## src/rtl/slesc_pkg.sv

```systemverilog
`timescale 1ns / 1ps

package slesc_pkg;

    // Decoder modes
    typedef enum logic [1:0] {
        MODE_NORMAL = 2'd0,
        MODE_ESCAPE = 2'd1,
        MODE_HEX_HI = 2'd2,
        MODE_HEX_LO = 2'd3
    } t_mode;

    // Error codes
    localparam logic [1:0] ERR_NONE   = 2'd0;
    localparam logic [1:0] ERR_EOF    = 2'd1;
    localparam logic [1:0] ERR_ESCAPE = 2'd2;

    // Raw characters
    localparam logic [7:0] CH_QUOTE  = 8'h22;
    localparam logic [7:0] CH_BSLASH = 8'h5C;
    localparam logic [7:0] CH_ZERO   = 8'h30;
    localparam logic [7:0] CH_NINE   = 8'h39;
    localparam logic [7:0] CH_UC_A   = 8'h41;
    localparam logic [7:0] CH_UC_F   = 8'h46;
    localparam logic [7:0] CH_LC_A   = 8'h61;
    localparam logic [7:0] CH_LC_F   = 8'h66;
    localparam logic [7:0] CH_LC_N   = 8'h6E;
    localparam logic [7:0] CH_LC_R   = 8'h72;
    localparam logic [7:0] CH_LC_T   = 8'h74;
    localparam logic [7:0] CH_LC_V   = 8'h76;
    localparam logic [7:0] CH_LC_X   = 8'h78;
    localparam logic [7:0] CH_NEWLN  = 8'h0A;

    // Decoded control bytes
    localparam logic [7:0] BYTE_NUL = 8'h00;
    localparam logic [7:0] BYTE_BEL = 8'h07;
    localparam logic [7:0] BYTE_TAB = 8'h09;
    localparam logic [7:0] BYTE_LF  = 8'h0A;
    localparam logic [7:0] BYTE_VT  = 8'h0B;
    localparam logic [7:0] BYTE_FF  = 8'h0C;
    localparam logic [7:0] BYTE_CR  = 8'h0D;

    // One input request
    typedef struct packed {
        logic [7:0] char_in;
        logic       end_of_input;
    } t_item;

    // One result
    typedef struct packed {
        logic [7:0] byte_out;
        logic       byte_valid;
        logic       string_done;
        logic [1:0] error_code;
    } t_result;

    // Hex digit value; bit 4 set when the byte is not a hex digit
    function automatic logic [4:0] hex_value(input logic [7:0] c);
        logic [7:0] d;
        d = 8'h10;
        if (c >= CH_ZERO && c <= CH_NINE) begin
            d = c - CH_ZERO;
        end else if (c >= CH_UC_A && c <= CH_UC_F) begin
            d = c - CH_UC_A + 8'd10;
        end else if (c >= CH_LC_A && c <= CH_LC_F) begin
            d = c - CH_LC_A + 8'd10;
        end
        return d[4:0];
    endfunction

endpackage

```

## src/rtl/slesc_in_stage.sv

```systemverilog
`timescale 1ns / 1ps

module slesc_in_stage (
    input  logic                 i_clk,
    input  logic                 i_rst_n,
    input  logic                 s_axis_tvalid,
    output logic                 s_axis_tready,
    input  logic [7:0]           s_axis_tdata,   // char_in
    input  logic                 s_axis_tlast,   // end_of_input
    output logic                 o_valid,
    output slesc_pkg::t_item     o_item,
    input  logic                 i_take
);
    import slesc_pkg::*;

    logic  r_valid;
    logic  n_valid;
    t_item r_item;
    logic  w_accept;

    // Free slot when empty or emptying this cycle
    assign s_axis_tready = !r_valid || i_take;
    assign w_accept      = s_axis_tvalid && s_axis_tready;

    always_comb begin
        n_valid = r_valid;
        if (w_accept) begin
            n_valid = 1'b1;
        end else if (i_take) begin
            n_valid = 1'b0;
        end
    end

    always_ff @(posedge i_clk) begin
        if (!i_rst_n) begin
            r_valid <= 1'b0;
        end else begin
            r_valid <= n_valid;
        end
    end

    // Payload capture
    always_ff @(posedge i_clk) begin
        if (w_accept) begin
            r_item.char_in      <= s_axis_tdata;
            r_item.end_of_input <= s_axis_tlast;
        end
    end

    assign o_valid = r_valid;
    assign o_item  = r_item;

endmodule

```

## src/rtl/slesc_core.sv

```systemverilog
`timescale 1ns / 1ps

module slesc_core (
    input  logic                 i_clk,
    input  logic                 i_rst_n,
    input  logic                 i_valid,
    input  slesc_pkg::t_item     i_item,
    output logic                 o_take,
    output logic                 o_valid,
    output slesc_pkg::t_result   o_result,
    input  logic                 i_ready
);
    import slesc_pkg::*;

    t_mode      r_mode;
    t_mode      n_mode;
    logic [3:0] r_high_nibble;
    logic [3:0] n_high_nibble;
    logic       r_out_valid;
    logic       n_out_valid;
    t_result    r_result;
    t_result    n_result;
    logic [4:0] w_hex;

    // Advance when the result slot is free or being drained
    assign o_take = i_valid && (!r_out_valid || i_ready);
    assign w_hex  = hex_value(i_item.char_in);

    // Next mode and saved nibble
    always_comb begin
        n_mode        = r_mode;
        n_high_nibble = r_high_nibble;
        if (i_item.end_of_input) begin
            n_mode = MODE_NORMAL;
        end else begin
            case (r_mode)
                MODE_NORMAL: begin
                    if (i_item.char_in == CH_BSLASH) begin
                        n_mode = MODE_ESCAPE;
                    end
                end
                MODE_ESCAPE: begin
                    n_mode = (i_item.char_in == CH_LC_X) ? MODE_HEX_HI : MODE_NORMAL;
                end
                MODE_HEX_HI: begin
                    if (!w_hex[4]) begin
                        n_high_nibble = w_hex[3:0];
                        n_mode        = MODE_HEX_LO;
                    end else begin
                        n_mode = MODE_NORMAL;
                    end
                end
                default: begin
                    n_mode = MODE_NORMAL;
                end
            endcase
        end
    end

    // Result fields
    always_comb begin
        n_result = '0;
        if (i_item.end_of_input) begin
            n_result.error_code = ERR_EOF;
        end else begin
            case (r_mode)
                MODE_NORMAL: begin
                    if (i_item.char_in == CH_QUOTE) begin
                        n_result.string_done = 1'b1;
                    end else if (i_item.char_in != CH_BSLASH) begin
                        n_result.byte_out   = i_item.char_in;
                        n_result.byte_valid = 1'b1;
                    end
                end
                MODE_ESCAPE: begin
                    n_result.byte_valid = 1'b1;
                    case (i_item.char_in)
                        CH_QUOTE:  n_result.byte_out = CH_QUOTE;
                        CH_BSLASH: n_result.byte_out = CH_BSLASH;
                        CH_ZERO:   n_result.byte_out = BYTE_NUL;
                        CH_LC_F:   n_result.byte_out = BYTE_FF;
                        CH_LC_N:   n_result.byte_out = BYTE_LF;
                        CH_LC_R:   n_result.byte_out = BYTE_CR;
                        CH_LC_T:   n_result.byte_out = BYTE_TAB;
                        CH_LC_A:   n_result.byte_out = BYTE_BEL;
                        CH_LC_V:   n_result.byte_out = BYTE_VT;
                        CH_NEWLN, CH_LC_X: begin
                            n_result.byte_valid = 1'b0;
                        end
                        default: begin
                            n_result.byte_valid = 1'b0;
                            n_result.error_code = ERR_ESCAPE;
                        end
                    endcase
                end
                MODE_HEX_HI: begin
                    if (w_hex[4]) begin
                        n_result.error_code = ERR_ESCAPE;
                    end
                end
                default: begin
                    if (!w_hex[4]) begin
                        n_result.byte_out   = {r_high_nibble, w_hex[3:0]};
                        n_result.byte_valid = 1'b1;
                    end else begin
                        n_result.error_code = ERR_ESCAPE;
                    end
                end
            endcase
        end
    end

    // Result slot occupancy
    always_comb begin
        n_out_valid = r_out_valid;
        if (o_take) begin
            n_out_valid = 1'b1;
        end else if (i_ready) begin
            n_out_valid = 1'b0;
        end
    end

    always_ff @(posedge i_clk) begin
        if (!i_rst_n) begin
            r_mode        <= MODE_NORMAL;
            r_high_nibble <= 4'd0;
            r_out_valid   <= 1'b0;
        end else begin
            r_out_valid <= n_out_valid;
            if (o_take) begin
                r_mode        <= n_mode;
                r_high_nibble <= n_high_nibble;
            end
        end
    end

    always_ff @(posedge i_clk) begin
        if (o_take) begin
            r_result <= n_result;
        end
    end

    assign o_valid  = r_out_valid;
    assign o_result = r_result;

endmodule

```

## src/rtl/string_literal_escape_decoder_unit.sv

```systemverilog
`timescale 1ns / 1ps

// Channel   Dir  tdata             tuser                         tlast
// s_axis    in   char_in [7:0]     -                             end_of_input
// m_axis    out  byte_out [7:0]    byte_valid, error_code [2:1]  string_done
//
// One request in, exactly one result out, one request per cycle sustained while m_axis_tready stays high.
// The path has two registers: the input register, then the decode logic, with the
// mode/nibble registers updating as the result register loads.
// Synchronous active-low reset empties both stages and returns to normal mode.
// A stalled output holds its result while the input register still takes one
// more request; further requests wait on s_axis_tready.
module string_literal_escape_decoder_unit (
    input  logic       i_clk,
    input  logic       i_rst_n,
    input  logic       s_axis_tvalid,
    output logic       s_axis_tready,
    input  logic [7:0] s_axis_tdata,   // [7:0] char_in
    input  logic       s_axis_tlast,   // end_of_input
    output logic       m_axis_tvalid,
    input  logic       m_axis_tready,
    output logic [7:0] m_axis_tdata,   // [7:0] byte_out
    output logic [2:0] m_axis_tuser,   // [0] byte_valid, [2:1] error_code
    output logic       m_axis_tlast    // string_done
);
    import slesc_pkg::*;

    logic    w_in_valid;
    t_item   w_item;
    logic    w_take;
    t_result w_result;

    slesc_in_stage u_in_stage (
        .i_clk         (i_clk),
        .i_rst_n       (i_rst_n),
        .s_axis_tvalid (s_axis_tvalid),
        .s_axis_tready (s_axis_tready),
        .s_axis_tdata  (s_axis_tdata),
        .s_axis_tlast  (s_axis_tlast),
        .o_valid       (w_in_valid),
        .o_item        (w_item),
        .i_take        (w_take)
    );

    slesc_core u_core (
        .i_clk    (i_clk),
        .i_rst_n  (i_rst_n),
        .i_valid  (w_in_valid),
        .i_item   (w_item),
        .o_take   (w_take),
        .o_valid  (m_axis_tvalid),
        .o_result (w_result),
        .i_ready  (m_axis_tready)
    );

    assign m_axis_tdata = w_result.byte_out;
    assign m_axis_tuser = {w_result.error_code, w_result.byte_valid};
    assign m_axis_tlast = w_result.string_done;

endmodule

```

## config.mk

```make
export PLATFORM = sky130hd
export DESIGN_NAME = string_literal_escape_decoder_unit
export DESIGN_NICKNAME = d
export VERILOG_FILES = /design/src/rtl/slesc_pkg.sv /design/src/rtl/slesc_in_stage.sv /design/src/rtl/slesc_core.sv /design/src/rtl/string_literal_escape_decoder_unit.sv
export SDC_FILE = /design/constraint.sdc
export NUM_CORES = 1
export LEC_CHECK = 0
export ABC_AREA = 1
export BUFFER_PORTS_ARGS = -buffer_cell sky130_fd_sc_hd__buf_2
export CELL_PAD_IN_SITES_DETAIL_PLACEMENT = 0
export CELL_PAD_IN_SITES_GLOBAL_PLACEMENT = 1
export CORE_UTILIZATION = 42
export CTS_CLUSTER_DIAMETER = 200
export DETAILED_ROUTE_END_ITERATION = 12
export PLACE_DENSITY = 0.83
export SLEW_MARGIN = 40
export SYNTH_ARGS = -nofsm -noshare
export SYNTH_HDL_FRONTEND = slang
export SYNTH_SLANG_ARGS = --single-unit
```

## constraint.sdc

```tcl
create_clock -name i_clk -period 2.09 [get_ports i_clk]
set_input_delay 0.3135 -clock i_clk [delete_from_list [all_inputs] [get_ports i_clk]]
set_output_delay 0.3135 -clock i_clk [all_outputs]
set_load 0.1 [all_outputs]
```

==> run_results.csv <==
group,metric,value,unit
run_status,run_status,"complete, no violations",
yosys,synth_cell_types,33,
setup_path,crit_path_max_incr_delay,400,ps
setup_path,path_cells,"inv_2 -> ha_2 -> inv_1 -> nor3_2 -> nand3_2 -> nand3_2 -> nand2_1 -> inv_2 -> nor2_1 -> o21a_1",
yosys,ys_warn_count,0,
setup_path,r2r_cells,10,
setup_path,end_kind,"register",
yosys,yosysTopAreaCell,"edfxtp_1",
global_routing,grt_overflow,0,
cells_and_area,drive_above_1_share,31.4,%
place,place.port_buffers,26,
yosys,syn_inst,224,
timing,period_minus_slack,1930,ps
setup_path,worstReg2RegStart,"u_in_stage.o_item[1]",
yosys,netlist_area,0.00182,mm^2
timing,fmax,0.517,GHz
place,place_ws,95.2,ps
timing,worstMarginPinSlew,530,ps
global_routing,antenna_found_initial,0,
yosys,yosysTopAreaCellShare,34.7,%
timing,setup_slack,157,ps
clocking,cts_buffers,5,
floorplanning,die_x,67.8,um
power,peakVddDrop,0.424,mV
cells_and_area,fin_util,52.4,%
timing,final_hold_viol_count,0,
global_routing,grt_pass1_wl,6840,um
place,postPlaceCellArea,0.00204,mm^2
timing,finClkSkew,6.12,ps
global_routing,grt_max_degree,12,
yosys,syn_nets,241,
floorplanning,ios,27,
clocking,clockBufferDepth,2,
route,drtIter0Drc,119,
yosys,async_reset_ff_share,0,%
cells_and_area,nets,277,
route,dr_total_vias,1598,
cells_and_area,multi_input_area,900,um^2
yosys,ys_seq_area_share,43.5,%
route,post_drt_wl_per_cell,13.1,um
setup_path,required,2130,ps
cells_and_area,antenna_cells,0,
power,powerDensity,649,mW/mm^2
cells_and_area,fill_cells,405,
yosys,synth_area_leaders,"edfxtp_1, nand2_1, dfxtp_1, nor2_1, inv_1",
cells_and_area,fin_area,0.00214,mm^2
min_path,hold_path_class,"input port to register",
clocking,cts_tree,"yes",
floorplanning,fp-row-count,23,
clocking,htreeDepth,2,
timing,max_slew_margin,64.5,%
setup_path,critPathArrivalTime,1970,ps
clocking,ctsHoldBuffers,0,
clocking,cts_root_buf,"clkbuf_8",
setup_path,setup.worst_path.start_class,"register",
cells_and_area,final_common_cell,"nand2_1",
place,dp.cells,303,
route,avgViaCountPerCell,5.14,
route,first_pass_iters,4,
setup_path,path_max_fanout,6,
timing,whs,210,ps
timing,finalCritPeriodShare,92.5,%
clocking,postCtsSetupBuffers,0,
place,hpwl,3200,um
setup_path,r2r-end,"u_core.o_result[10]",
cells_and_area,syn2layout_area_growth,17.6,%
route,detail-route-antenna-nets,0,
place,gp_congestion,0.918,
setup_path,cp-endpoint,"u_core.o_result[10]",
yosys,synth_edf_count,21,
cells_and_area,final_cell_mix,"nand2_1, nor2_1, buf_2, edfxtp_1, inv_1",
power,power.leakage,0.955,nW
global_routing,grt_usage,20.6,%
route,drc,0,
floorplanning,fp.coreArea,0.00409,mm^2
setup_path,reg2reg_setup_slack,160,ps
cells_and_area,fin_cells,311,
clocking,clock_latency,280,ps
yosys,avgSynthCellArea,8.12,um^2
setup_path,crit_type,"register to register",
yosys,ys_ff_latch,29,
clocking,path_clk_slew,70,ps
global_routing,grt_pass1_vias,1470,
floorplanning,initial_core_util,44.5,%
timing,drv_slew,0,
timing,setup_violations,0,
timing,tns,0,ps
floorplanning,die_area,0.00460,mm^2
setup_path,cp-startpoint,"u_in_stage.o_item[1]",
floorplanning,die_y,67.8,um
route,wl,4080,um
clocking,cts_sinks,29,
cells_and_area,final-seq-area,792,um^2
power,finalPower,1.39,mW
setup_path,slowest_stage,"edfxtp_1",
flow_run,drv_cap,0,
yosys,dominantRegCellSynth,"edfxtp_1",
[final cells by class]
type                            count  area share, %
Multi-Input combinational cell    159           42.0
Timing Repair Buffer               32           8.19
Sequential cell                    29           37.0
Tap cell                           50           2.92
Clock buffer                        5           3.22
Clock inverter                      3          0.819
Inverter                           33           5.79
[per-layer routing]
| layer | track usage [%] | wire length, um | vias to the layer above | share of wire, % |
|---|---|---|---|---|
| met4 | 7.03 | 75 | 0 | 1.8 |
| met3 | 5.17 | 288 | 7 | 7.1 |
| li1 | - | - | 803 | - |
| met5 | 0 | 0 | - | 0 |
| met2 | 32.2 | 1850 | 65 | 45 |
| met1 | 27.6 | 1860 | 723 | 46 |
[worst min path at each step]
stage	startpoint	to	depth (start not counted)
6_report	s_axis_tdata[2]	u_in_stage.o_item[3]	1
5_1_grt	s_axis_tdata[4]	u_in_stage.o_item[5]	1
4_1_cts	s_axis_tdata[2]	u_in_stage.o_item[3]	1
3_5_place_dp	s_axis_tdata[3]	u_in_stage.o_item[4]	1
3_3_place_gp	s_axis_tlast	u_in_stage.o_item[0]	1
2_1_floorplan	s_axis_tlast	u_in_stage.o_item[0]	0
[synth_stat cells (3+ instances only)]
master,instances
nor2_2,3
nand3_1,12
o21ai_0,3
dfxtp_1,8
xor2_1,3
nand2_1,46
a21oi_1,15
inv_2,11
nand3_2,4
nor3_1,3
nand2_2,4
edfxtp_1,21
ha_1,4
nor2_1,37
o21a_1,4
inv_1,22
[sequential cells by signal (all words and copies together) (netlist names)]
signal and count:
u_core.r_mode 2, u_core.o_valid 1, u_core.r_high_nibble 4, u_in_stage.o_item 9
u_core.o_result 12, u_in_stage.o_valid 1
[cells by family (layout without fill, tap and decap cells)]
logic type | Yosys count | after routing | share of synthesized area (%)
compound gates | 31 | 31 | 10.2
buf+inv | 36 | 73 | 8.05
simple gates | 121 | 121 | 34.1
xor+xnor | 3 | 3 | 1.44
flops | 29 | 29 | 43.5
fa+ha+maj | 4 | 4 | 2.75
[repair_timing]
| action | CTS | global route |
|---|---|---|
| endpoints found under the setup margin | 0 | 8 |
| hold endpoints to repair | 0 | 0 |
| gates resized for setup | 0 | 6 |
[worst max-delay path: cells and delay by family (launching register included)]
family,cells,cell delay (ps)
simple gates,5,610
flops,1,400
buf+inv,3,280
fa+ha+maj,1,220
compound gates,1,180
[power by group]
| part | switching (mW) | internal, mW |
|---|---|---|
| clock network | 0.219 | 0.229 |
| logic | 0.203 | 0.0676 |
| registers | 0.0238 | 0.647 |
(Power assumes the default switching activity.)
